--- config.mk ---
export PLATFORM = sky130hd
export DESIGN_NAME = timezone_date_adjust_core
export DESIGN_NICKNAME = d
export VERILOG_FILES = /design/src/tza_pkg.sv /design/src/tza_hour.sv /design/src/tza_date.sv /design/src/timezone_date_adjust_core.sv
export SDC_FILE = /design/constraint.sdc
export NUM_CORES = 1
export LEC_CHECK = 0
export BUFFER_PORTS_ARGS = -buffer_cell sky130_fd_sc_hd__buf_2
export CAP_MARGIN = 40
export CORE_ASPECT_RATIO = 0.7
export CORE_MARGIN = 2
export CORE_UTILIZATION = 30
export CTS_CLUSTER_DIAMETER = 50
export DETAILED_ROUTE_END_ITERATION = 12
export MAX_ROUTING_LAYER = met4
export RECOVER_POWER = 50
export SETUP_SLACK_MARGIN = 0.2
export SLEW_MARGIN = 20
export SYNTH_ARGS = -nofsm -noshare
export SYNTH_HDL_FRONTEND = slang
export SYNTH_SLANG_ARGS = --single-unit
--- constraint.sdc ---
create_clock -name i_clk -period 4.8 [get_ports i_clk]
set_input_delay 0.24 -clock i_clk [delete_from_list [all_inputs] [get_ports i_clk]]
set_output_delay 0.24 -clock i_clk [all_outputs]
set_load 0.03 [all_outputs]
--- src/tza_pkg.sv ---
package tza_pkg;

    localparam int unsigned DATA_W  = 48;
    localparam int unsigned USER_W  = 2;
    localparam int unsigned CFG_W   = 5;
    localparam int unsigned CIDX_W  = 1;

    localparam logic [CIDX_W-1:0] REG_OFFSET_HOURS = 1'd0;
    localparam logic [CIDX_W-1:0] REG_TWELVE_HOUR  = 1'd1;

    localparam logic [4:0] HOURS_PER_DAY = 5'd24;
    localparam logic [4:0] HALF_DAY      = 5'd12;
    localparam logic [3:0] MONTH_JAN     = 4'd1;
    localparam logic [3:0] MONTH_DEC     = 4'd12;
    localparam logic [4:0] DAYS_LONG     = 5'd31;

    // The first field sits in the lowest bits, so it is the last member.
    typedef struct packed {
        logic [5:0]  second;
        logic [5:0]  minute;
        logic [4:0]  hour;
        logic [4:0]  day;
        logic [3:0]  month;
        logic [15:0] year;
    } t_clock;

    localparam int unsigned CLOCK_W = $bits(t_clock);

    typedef struct packed {
        logic bad_month;
        logic is_pm;
    } t_flags;

    typedef struct packed {
        logic fwd;
        logic back;
    } t_step;

    function automatic logic [4:0] month_length(input logic [3:0] m);
        logic [4:0] len;
        len = 5'd31;
        case (m)
            4'd2:                      len = 5'd28;
            4'd4, 4'd6, 4'd9, 4'd11:   len = 5'd30;
            default:                   len = 5'd31;
        endcase
        return len;
    endfunction

    function automatic logic month_ok(input logic [3:0] m);
        return (m >= MONTH_JAN) && (m <= MONTH_DEC);
    endfunction

endpackage

--- src/tza_hour.sv ---
module tza_hour (
    input  logic              i_twelve,
    input  logic signed [4:0] i_offset,
    input  logic [4:0]        i_hour,
    output logic [4:0]        o_hour,
    output logic              o_is_pm,
    output tza_pkg::t_step    o_step
);

    logic signed [6:0] sum;
    logic [4:0]        hour24;

    always_comb begin
        sum = $signed({2'b00, i_hour}) + $signed({{2{i_offset[4]}}, i_offset});
        o_step = '0;
        if (sum >= $signed({2'b00, tza_pkg::HOURS_PER_DAY})) begin
            hour24 = 5'(sum - $signed({2'b00, tza_pkg::HOURS_PER_DAY}));
            o_step.fwd = 1'b1;
        end else if (sum[6]) begin
            hour24 = 5'(sum + $signed({2'b00, tza_pkg::HOURS_PER_DAY}));
            o_step.back = 1'b1;
        end else begin
            hour24 = 5'(sum);
        end

        o_is_pm = 1'b0;
        o_hour  = hour24;
        if (i_twelve && (hour24 >= tza_pkg::HALF_DAY)) begin
            o_is_pm = 1'b1;
            o_hour  = hour24 - tza_pkg::HALF_DAY;
        end
    end

endmodule

--- src/tza_date.sv ---
module tza_date (
    input  tza_pkg::t_step i_step,
    input  logic [15:0]    i_year,
    input  logic [3:0]     i_month,
    input  logic [4:0]     i_day,
    output logic [15:0]    o_year,
    output logic [3:0]     o_month,
    output logic [4:0]     o_day,
    output logic           o_bad_month
);

    logic [3:0] prev_month;

    always_comb begin
        o_year      = i_year;
        o_month     = i_month;
        o_day       = i_day;
        o_bad_month = 1'b0;
        prev_month  = i_month - 4'd1;

        if ((i_step.fwd || i_step.back) && !tza_pkg::month_ok(i_month)) begin
            o_bad_month = 1'b1;
        end else if (i_step.fwd) begin
            if (i_day >= tza_pkg::month_length(i_month)) begin
                o_day = 5'd1;
                if (i_month == tza_pkg::MONTH_DEC) begin
                    o_month = tza_pkg::MONTH_JAN;
                    o_year  = i_year + 16'd1;
                end else begin
                    o_month = i_month + 4'd1;
                end
            end else begin
                o_day = i_day + 5'd1;
            end
        end else if (i_step.back) begin
            if (i_day <= 5'd1) begin
                if (i_month == tza_pkg::MONTH_JAN) begin
                    o_month = tza_pkg::MONTH_DEC;
                    o_year  = i_year - 16'd1;
                    o_day   = tza_pkg::DAYS_LONG;
                end else begin
                    o_month = prev_month;
                    o_day   = tza_pkg::month_length(prev_month);
                end
            end else begin
                o_day = i_day - 5'd1;
            end
        end
    end

endmodule

--- src/timezone_date_adjust_core.sv ---
// A request accepted into the input register passes through the result register to the result port.
// Throughput: one request per cycle; the input register and the result register
// each advance whenever the stage after them is empty or being drained.
// Reset (synchronous, active low) empties both stages, sets the offset to zero
// and selects 24-hour mode.
module timezone_date_adjust_core (
    input  logic                          i_clk,
    input  logic                          i_rst_n,
    input  logic                          i_s_axis_tvalid,
    output logic                          o_s_axis_tready,
    // in_year, in_month, in_day, in_hour, in_minute, in_second, zero fill
    input  logic [tza_pkg::DATA_W-1:0]    i_s_axis_tdata,
    output logic                          o_m_axis_tvalid,
    input  logic                          i_m_axis_tready,
    // out_year, out_month, out_day, out_hour, out_minute, out_second, zero fill
    output logic [tza_pkg::DATA_W-1:0]    o_m_axis_tdata,
    // is_pm, bad_month
    output logic [tza_pkg::USER_W-1:0]    o_m_axis_tuser,
    input  logic                          i_cfg_wr_en,
    input  logic [tza_pkg::CIDX_W-1:0]    i_cfg_index,
    input  logic [tza_pkg::CFG_W-1:0]     i_cfg_data
);

    logic signed [4:0] r_offset;
    logic              r_twelve;
    logic              r_in_valid;
    tza_pkg::t_clock   r_in;
    logic              r_out_valid;
    tza_pkg::t_clock   r_out;
    tza_pkg::t_flags   r_flags;

    tza_pkg::t_clock   n_out;
    tza_pkg::t_flags   n_flags;
    tza_pkg::t_step    step;
    logic              out_ready;
    logic              in_ready;

    assign out_ready = !r_out_valid || i_m_axis_tready;
    assign in_ready  = !r_in_valid || out_ready;

    always_ff @(posedge i_clk) begin
        if (!i_rst_n) begin
            r_offset <= '0;
            r_twelve <= 1'b0;
        end else if (i_cfg_wr_en) begin
            unique case (i_cfg_index)
                tza_pkg::REG_OFFSET_HOURS: r_offset <= $signed(i_cfg_data);
                tza_pkg::REG_TWELVE_HOUR:  r_twelve <= i_cfg_data[0];
                default: ;
            endcase
        end
    end

    always_ff @(posedge i_clk) begin
        if (!i_rst_n) begin
            r_in_valid  <= 1'b0;
            r_out_valid <= 1'b0;
        end else begin
            if (in_ready) begin
                r_in_valid <= i_s_axis_tvalid;
            end
            if (out_ready) begin
                r_out_valid <= r_in_valid;
            end
        end
    end

    always_ff @(posedge i_clk) begin
        if (in_ready && i_s_axis_tvalid) begin
            r_in <= tza_pkg::t_clock'(i_s_axis_tdata[tza_pkg::CLOCK_W-1:0]);
        end
        if (out_ready && r_in_valid) begin
            r_out   <= n_out;
            r_flags <= n_flags;
        end
    end

    tza_hour u_hour (
        .i_twelve (r_twelve),
        .i_offset (r_offset),
        .i_hour   (r_in.hour),
        .o_hour   (n_out.hour),
        .o_is_pm  (n_flags.is_pm),
        .o_step   (step)
    );

    tza_date u_date (
        .i_step      (step),
        .i_year      (r_in.year),
        .i_month     (r_in.month),
        .i_day       (r_in.day),
        .o_year      (n_out.year),
        .o_month     (n_out.month),
        .o_day       (n_out.day),
        .o_bad_month (n_flags.bad_month)
    );

    assign n_out.minute = r_in.minute;
    assign n_out.second = r_in.second;

    assign o_s_axis_tready = in_ready;
    assign o_m_axis_tvalid = r_out_valid;
    assign o_m_axis_tdata  = {{(tza_pkg::DATA_W - tza_pkg::CLOCK_W){1'b0}}, r_out};
    assign o_m_axis_tuser  = r_flags;

    a_hour_range: assert property (@(posedge i_clk) disable iff (!i_rst_n)
        r_out_valid |-> (r_out.hour < tza_pkg::HOURS_PER_DAY))
        else $error("adjusted hour out of range");

    a_twelve_range: assert property (@(posedge i_clk) disable iff (!i_rst_n)
        (r_out_valid && r_twelve) |-> (r_out.hour < tza_pkg::HALF_DAY))
        else $error("twelve-hour result not below twelve");

    a_pm_mode: assert property (@(posedge i_clk) disable iff (!i_rst_n)
        (r_out_valid && r_flags.is_pm) |-> r_twelve)
        else $error("PM flag outside twelve-hour mode");

    a_bad_month: assert property (@(posedge i_clk) disable iff (!i_rst_n)
        (r_out_valid && r_flags.bad_month) |->
            ((r_out.month == 4'd0) || (r_out.month > tza_pkg::MONTH_DEC)))
        else $error("bad month flagged on a valid month");

    a_hold_input: assert property (@(posedge i_clk) disable iff (!i_rst_n)
        (r_in_valid && r_out_valid && !i_m_axis_tready) |=> (r_in_valid && $stable(r_in)))
        else $error("input stage lost a request while stalled");

endmodule

# After elaboration in Yosys (flattened, before gate mapping)
# Cells that the tools add are included.
# Widths: inputs -> output; s select.
# classes
bitwise,1
n_reduce_logical,15
n_addsub,10
muxes,32
order_cmp,6
n_eq_ne,12
# ops
cell,n
$mux 16,7
$mux 5,11
$mux 4,7
$eq 4x4->1 const B,5
$add 16x1->16 const B,1
$eq 4x3->1 const B,4
$sub 16x1->16 const B,1
$sub 5x4->5 const B,2
$eq 4x2->1 const B,2
$pmux 2 s2,2
$reduce_or 4->1,2
$add 6x5->7,1
$ge 7x6->1 const B,1
$add 5x1->5 const B,1
$add 5x4->5 const B,1
$ge 5x4->1 const B,1
$ge 5x5->1,1
$le 5x1->1 const B,1
$logic_and 1x1->1,5
$mux 1,5
$sub 5x1->5 const B,1
$add 4x1->4 const B,1
$eq 4x1->1 const B,1
$ge 4x1->1 const B,1
other kinds (6),11
# totals
reg_bits,94
output_inout_bits,52
elab_cells,94

# Longest topological paths before layout
# Gate-level depths: netlist of the first run.
# logic_depth
ltp_word,10
ltp_mapped,18

# Modules after synthesis
# Synthesis of the first run repeated with hierarchy kept, for this count alone.
# unflattened
cells_unflattened,426
hier_area_um2,5021.1
# modules_own_cells
module,instances,cells_per_inst,area_per_inst_um2
timezone_date_adjust_core,1,129,2972.9
tza_date,1,225,1522.7
tza_hour,1,72,525.5

# Worst setup path after synthesis of the first run
# OpenSTA, ideal clock, no wires.
# synth_timing
path_kind,reg2reg
from,register r_offset[0]
to,register r_out (netlist bit o_m_axis_tdata[27]) (data pin)
arrival_ns,3.636
path_buffers,0
path_stages_with_launch,18
path_slack_ns,0.900
path_cell_list,dfxtp_1 ha_1 inv_1 fa_1 nand2b_1 a21oi_1 xnor2_1 inv_1 ha_1 or4_4 a21oi_1 mux2i_1 inv_1 ha_1 a21oi_1 o311a_4 o31a_1 a31oi_1
# synth_lines
element,line,rtl
from (decl),timezone_date_adjust_core.sv:24,logic signed [4:0] r_offset;
from (signal assigned),timezone_date_adjust_core.sv:47,tza_pkg::REG_OFFSET_HOURS: r_offset <= $signed(i_cfg_data);
to (signal assigned),timezone_date_adjust_core.sv:73,r_out <= n_out;
to (decl),timezone_date_adjust_core.sv:29,tza_pkg::t_clock r_out;

==> flow_summary.ini, run 1 <==
[layout]
area_growth_pct = 21.2
regArea_um2 = 2740
drive_gt1_frac = 0.171
fillCellCount = 1617
multiInputGateArea_um2 = 2060
fin_area_um2 = 6010
antenna_cells = 0
fin_nets = 613

[grt]
grt_pass1_vias = 3537
antenna_found_initial = 0
grt_max_degree = 45
track_usage = 0.140
grt-ovfl-total = 0
grt_pass1_wl_um = 18300

[critical_path]
crit_chain = ha_1, inv_1, fa_1, nand2b_1, a21oi_1, xnor2_1, inv_1, ha_1, or4_4, a21oi_1, mux2i_2, inv_1, ha_1, a21oi_1, o311a_4, o31a_1, a31oi_1
endpoint_kind = register
rr_worst_depth = 17
cp_num_buf_inv = 3
reg2reg_slack_ns = 0.52
worstSetupStartpointType = register
slowest_delay_ns = 0.55
cp_top_family = adder cells
arrival_ns = 4.38
critPathCapture = o_m_axis_tdata[27]
crit_path_top_delay_cell = or4_4
crit_fanout = 5
cp.depth = 17
r2r_start = r_offset[0]
worstReg2RegEnd = o_m_axis_tdata[27]
critical_path_class = reg2reg
crit_required_ns = 4.90
worstSetupStartpoint = r_offset[0]

[synthesis]
synth-xor-area-share = 0.0371
synthSimpleGateAreaFrac = 0.141
ys_ff_latch = 94
synth-seq-area-share = 0.553
yosysWarnings = 0
synth_area_leader_cell = edfxtp_1
synthTopCellsByArea = edfxtp_1 (52%), ha_1 (5.3%), dfxtp_1 (3.2%)
yosysMostFrequentCell = edfxtp_1
synthArstFlopShare = 0
synth.mux.area_fraction = 0.0101
synth_top_family_by_area = compound AO/OA/AOI/OAI gates
synth_flop_cell = edfxtp_1
synth_cell_types = 66
synth-compound-area-share = 0.163
synth_top_area_share = 0.521
synth_commonest_cells = edfxtp_1 (86), a21oi_1 (29), nand2_1 (26)
syn_area_um2 = 4960
synth_edf_count = 86
syn_area_per_cell_um2 = 11.5
synthAdderAreaFrac = 0.0571
syn_inst = 430

[placement]
place_hpwl_um = 8680
place_ws_ns = 0.474
place.gp.congestion = 0.827
io_buffer_count = 98
place_area_um2 = 5700

[sta]
hold_violations = 0
clock_skew_ns = 0.00612
final-max-slew-violation-count = 45
fin_hold_ws_ns = 0.0597
finalSetupViolCount = 0
setup_tns_ns = 0
fmax_mhz = 234
slew_headroom = -0.794
fin_crit_sh = 0.892
layout_min_cycle_time_ns = 4.28
fin_ws_ns = 0.519
tightestPinTransition_ns = 2.69
rsz0062_at_grt = no

[clock_tree]
htree_levels = 3
cts_buffers = 9
cts_tree = yes
clock_sinks = 94
cts_max_path_buffers = 2
worstSkewPairLatency_ns = 0.35
root_buffer = clkbuf_16
clk_pin_slew_worst_paths_ns = 0.07

[drt]
dr.pass1.iters = 5
drc_errors = 0
via_per_inst = 4.88
first_iter_violations = 232
wl_um = 11800
wl_per_cell_um = 15.4
ant_nets = 0
dr_total_vias = 3715

[pwr]
max-vdd-ir-drop_mv = 0.149
p_per_area_nw_per_um2 = 360
p_total_mw = 2.16
switching_share = 0.263
switchingPower_mw = 0.570
p_clk_frac = 0.381
p_comb_frac = 0.162
p_leak_nw = 2.17
p_seq_frac = 0.457
p_int_mw = 1.59

[worst_hold_path]
hp-class = in2reg
holdCritStartpoint = i_s_axis_tdata[40]

[floorplan]
io_pins = 111
dieArea_um2 = 17600
start_util = 0.305
fp.dieH_um = 112
rows = 39
core-area_um2 = 16200
die_x_um = 158

[run_status]
failed_checks = max-capacitance violations, max-slew violations
outcome = finished, violations left

[job]
max_cap_violations = 1
==> metal layers <==
| layer | vias up | track usage | part of all wire |
|---|---|---|---|
| met5 | - | - | 0 |
| met4 | 0 | 0.0473 | 0.014 |
| met3 | 13 | 0.0358 | 0.063 |
| met2 | 137 | 0.198 | 0.43 |
| met1 | 1757 | 0.194 | 0.50 |
| li1 | 1808 | - | - |
==> registers in the layout, summed over array words and instances, names as in the netlist <==
register,count
r_in_valid,1
o_m_axis_tvalid,1
r_twelve,1
r_in,30
r_offset,5
o_m_axis_tuser,2
n_out,12
o_m_axis_tdata,42
==> logic make-up after synthesis <==
group | after synthesis
compound gates | 117
xor+xnor | 21
fa+ha+maj | 22
buf+inv | 42
flops | 94
mux | 5
other cells | 1
simple gates | 128
==> through the flow <==
step / utilization / std cells
finish: 0.370 / 762
global route: 0.370 / 762
CTS: 0.372 / 760
detailed placement: 0.351 / 744
global placement: 0.349 / 743
floorplan: - / 435
==> how the worst min path moves through the flow <==
stage	cells past startpoint	to
2_1_floorplan	0	n_out[30]
3_3_place_gp	0	o_m_axis_tdata[32]
3_5_place_dp	0	o_m_axis_tdata[32]
4_1_cts	1	n_out[40]
5_1_grt	1	r_in[25]
6_report	1	n_out[40]
==> layout make-up <==
cell class / instances / share of cell area
flip-flops and latches: 94 / 0.457
repair buffers: 104 / 0.0806
multi-input cells: 299 / 0.343
well taps: 225 / 0.0469
inverters: 24 / 0.0150
clock buffers: 9 / 0.0375
clock inverters: 7 / 0.0202
==> power by group through the flow <==
stage | clock network, mW | logic (mW) | registers [mW]
2_1_floorplan | 0 | 0.214 | 1.04
3_3_place_gp | 0 | 0.338 | 1.00
3_5_place_dp | 0 | 0.347 | 1.00
4_1_cts | 0.849 | 0.349 | 0.987
5_1_grt | 0.883 | 0.388 | 0.995
6_report | 0.824 | 0.351 | 0.989
==> placed cells by master, fill, tap and decap left out, types with 6 or more instances in the layout <==
cell type,instances
a21oi_1,29
inv_1,24
xor2_1,9
xnor2_1,12
ha_1,21
nor2_1,25
nand3_1,11
o21ai_0,15
a31oi_1,7
nor2b_1,12
clkbuf_16,9
o21ai_1,13
and3_1,9
or3_1,7
edfxtp_1,86
nor3_1,6
nand2_1,26
dfxtp_1,8
clkbuf_1,48
conb_1,6
buf_2,50
==> what timing repair did <==
item                       4_1_cts  5_1_grt
setup buffers                    0        2
hold buffers                     0        0
gates resized for setup          0        3
hold endpoints to repair         0        0
setup endpoints to repair        0        4
Power figures use the tool's default switching activity.
==> run 2: changes to the inputs <==
--- a/config.mk
+++ b/config.mk
@@ -7,12 +7,15 @@
 export LEC_CHECK = 0
 export BUFFER_PORTS_ARGS = -buffer_cell sky130_fd_sc_hd__buf_2
 export CAP_MARGIN = 40
+export CELL_PAD_IN_SITES_DETAIL_PLACEMENT = 1
+export CELL_PAD_IN_SITES_GLOBAL_PLACEMENT = 1
 export CORE_ASPECT_RATIO = 0.7
 export CORE_MARGIN = 2
 export CORE_UTILIZATION = 30
 export CTS_CLUSTER_DIAMETER = 50
 export DETAILED_ROUTE_END_ITERATION = 12
 export MAX_ROUTING_LAYER = met4
+export PLACE_DENSITY_LB_ADDON = 0.1
 export RECOVER_POWER = 50
 export SETUP_SLACK_MARGIN = 0.2
 export SLEW_MARGIN = 20
==> run 2 against run 1 <==
Sequential power hardly changed. Clock skew rose by 0.0014 ns. The run still ends with max-capacitance violations, max-slew violations left. Total power is 7.9% lower. Sequential share of layout area rose by 0.58 points. Utilization fell by 0.46 points. Die area unchanged. Flip-flop and latch count did not move. Largest cell class unchanged. Clock-buffer cell count unchanged. Wire length up 8.4%. Final area decreased by 1.2%. Combinational power rose by 2%. Setup slack lost 0.019 ns. Critical endpoint unchanged.
==> flow_summary.ini, run 2 (same netlist as run 1, synthesis figures left out) <==
[run_status]
outcome = finished, violations left
failed_checks = max-capacitance violations, max-slew violations

[pwr]
p_leak_nw = 2.15
p_per_area_nw_per_um2 = 336
max-vdd-ir-drop_mv = 0.159
p_total_mw = 1.99

[sta]
rsz0062_at_grt = no
final-max-slew-violation-count = 20
tightestPinTransition_ns = 1.81
hold_violations = 0
fin_crit_sh = 0.896
finalSetupViolCount = 0
slew_headroom = -0.211
setup_tns_ns = 0
fmax_mhz = 233
clock_skew_ns = 0.00756
layout_min_cycle_time_ns = 4.30

[critical_path]
crit_fanout = 5
endpoint_kind = register
critical_path_class = reg2reg
slowest_delay_ns = 0.56
crit_required_ns = 4.89
crit_path_top_delay_cell = or4_4
critPathCapture = o_m_axis_tdata[27]
worstSetupStartpointType = register
worstSetupStartpoint = r_offset[0]
reg2reg_slack_ns = 0.50
worstReg2RegEnd = o_m_axis_tdata[27]
r2r_start = r_offset[0]
rr_worst_depth = 17
arrival_ns = 4.39
crit_chain = ha_1, inv_1, fa_1, nand2b_1, a21oi_1, xnor2_1, inv_2, ha_1, or4_4, a21oi_1, mux2i_2, inv_1, ha_1, a21oi_1, o311a_4, o31a_1, a31oi_1

[clock_tree]
root_buffer = clkbuf_16
htree_levels = 3
clock_sinks = 94
clk_pin_slew_worst_paths_ns = 0.07
worstSkewPairLatency_ns = 0.35
cts_tree = yes
cts_buffers = 9
cts_max_path_buffers = 2

[layout]
final_core_util = 0.365
final_common_cell = edfxtp_1
fillCellCount = 1864
instances_no_fill = 764
multiInputGateArea_um2 = 2050
regArea_um2 = 2740
largest_reg_flops = 42
fin_area_um2 = 5930
fin_nets = 615
area_growth_pct = 19.7
antenna_cells = 0
drive_gt1_frac = 0.174
layout_common_cells = edfxtp_1 (86), buf_2 (52), clkbuf_1 (46)

[drt]
ant_nets = 0
first_iter_violations = 199
drc_errors = 0
dr_total_vias = 3694
wl_per_cell_um = 16.7
wl_um = 12800
via_per_inst = 4.84
dr.pass1.iters = 4

[floorplan]
rows = 39
fp.dieH_um = 112
die_x_um = 158
dieArea_um2 = 17600
io_pins = 111
core-area_um2 = 16200
start_util = 0.305

[grt]
antenna_found_initial = 0
grt-ovfl-total = 0
grt_pass1_vias = 3768
grt_max_degree = 30
track_usage = 0.153
grt_pass1_wl_um = 20200

[job]
max_cap_violations = 1

[placement]
place_hpwl_um = 9740
io_buffer_count = 98
place_area_um2 = 5710
place.gp.congestion = 0.781
numPlacedInstances = 746

[worst_hold_path]
hp-class = in2reg
## run 2: cell count changes in the layout (fill, tap and decap cells not counted), moves of 2 or more
| cell | previous run | this run |
|---|---|---|
| buf_2 | 50 | 52 |
| buf_4 | 4 | 7 |
| bufinv_16 | 3 | 0 |
| clkbuf_1 | 48 | 46 |
| clkinv_1 | 0 | 2 |
| clkinv_2 | 1 | 3 |
| clkinv_4 | 2 | 0 |
## run 2: area by class of cell
type                    count  area share
clock buffers               9      0.0380
clock inverters             7     0.00654
flip-flops and latches     94       0.462
well taps                 225      0.0475
inverters                  24      0.0152
repair buffers            106      0.0852
multi-input cells         299       0.345
## run 2: metal layers
layer / share of wire / up-vias / GRT usage
met4: 0.0086 / 0 / 0.0436
met5: 0 / - / -
met3: 0.043 / 7 / 0.0358
met2: 0.42 / 67 / 0.214
met1: 0.53 / 1802 / 0.220
li1: - / 1818 / -
## run 2: how the worst min path moves through the flow
stage | start | to | slack (ns) | cells past startpoint
2_1_floorplan | i_s_axis_tdata[30] | n_out[30] | 0.34 | 0
3_3_place_gp | n_out[35] | o_m_axis_tdata[35] | 0.40 | 0
3_5_place_dp | n_out[41] | o_m_axis_tdata[41] | 0.41 | 0
4_1_cts | i_s_axis_tdata[20] | r_in[20] | 0.04 | 1
5_1_grt | i_s_axis_tdata[24] | r_in[24] | 0.04 | 1
6_report | i_s_axis_tdata[7] | r_in[7] | 0.06 | 1
## run 2: report_power, final
group / internal (mW) / total, mW / switching [mW]
Combinational: 0.130 / 0.358 / 0.229
Clock: 0.346 / 0.646 / 0.300
Sequential: 0.954 / 0.987 / 0.0338
Total: 1.43 / 1.99 / 0.563
## run 2: through the flow
| stage | hold slack [ns] | setup WS, ns |
|---|---|---|
| after floorplan | 0.339 | 0.900 |
| after global placement | 0.400 | 0.431 |
| after detailed placement | 0.405 | 0.294 |
| after CTS | 0.0447 | 0.253 |
| after global routing | 0.0392 | 0.221 |
| final | 0.0570 | 0.500 |
## run 2: worst max-delay path: cells and delay by family (launching register included)
family / cells / cell delay (ns)
fa+ha+maj: 4 / 1.09
compound gates: 6 / 1.05
simple gates: 2 / 0.75
flops: 1 / 0.35
mux: 1 / 0.30
buf+inv: 3 / 0.27
xor+xnor: 1 / 0.25
## run 2: what timing repair did
action	CTS	global route
setup endpoints to repair	0	4
hold buffers	0	0
buffers inserted	0	2
resized for setup	0	2
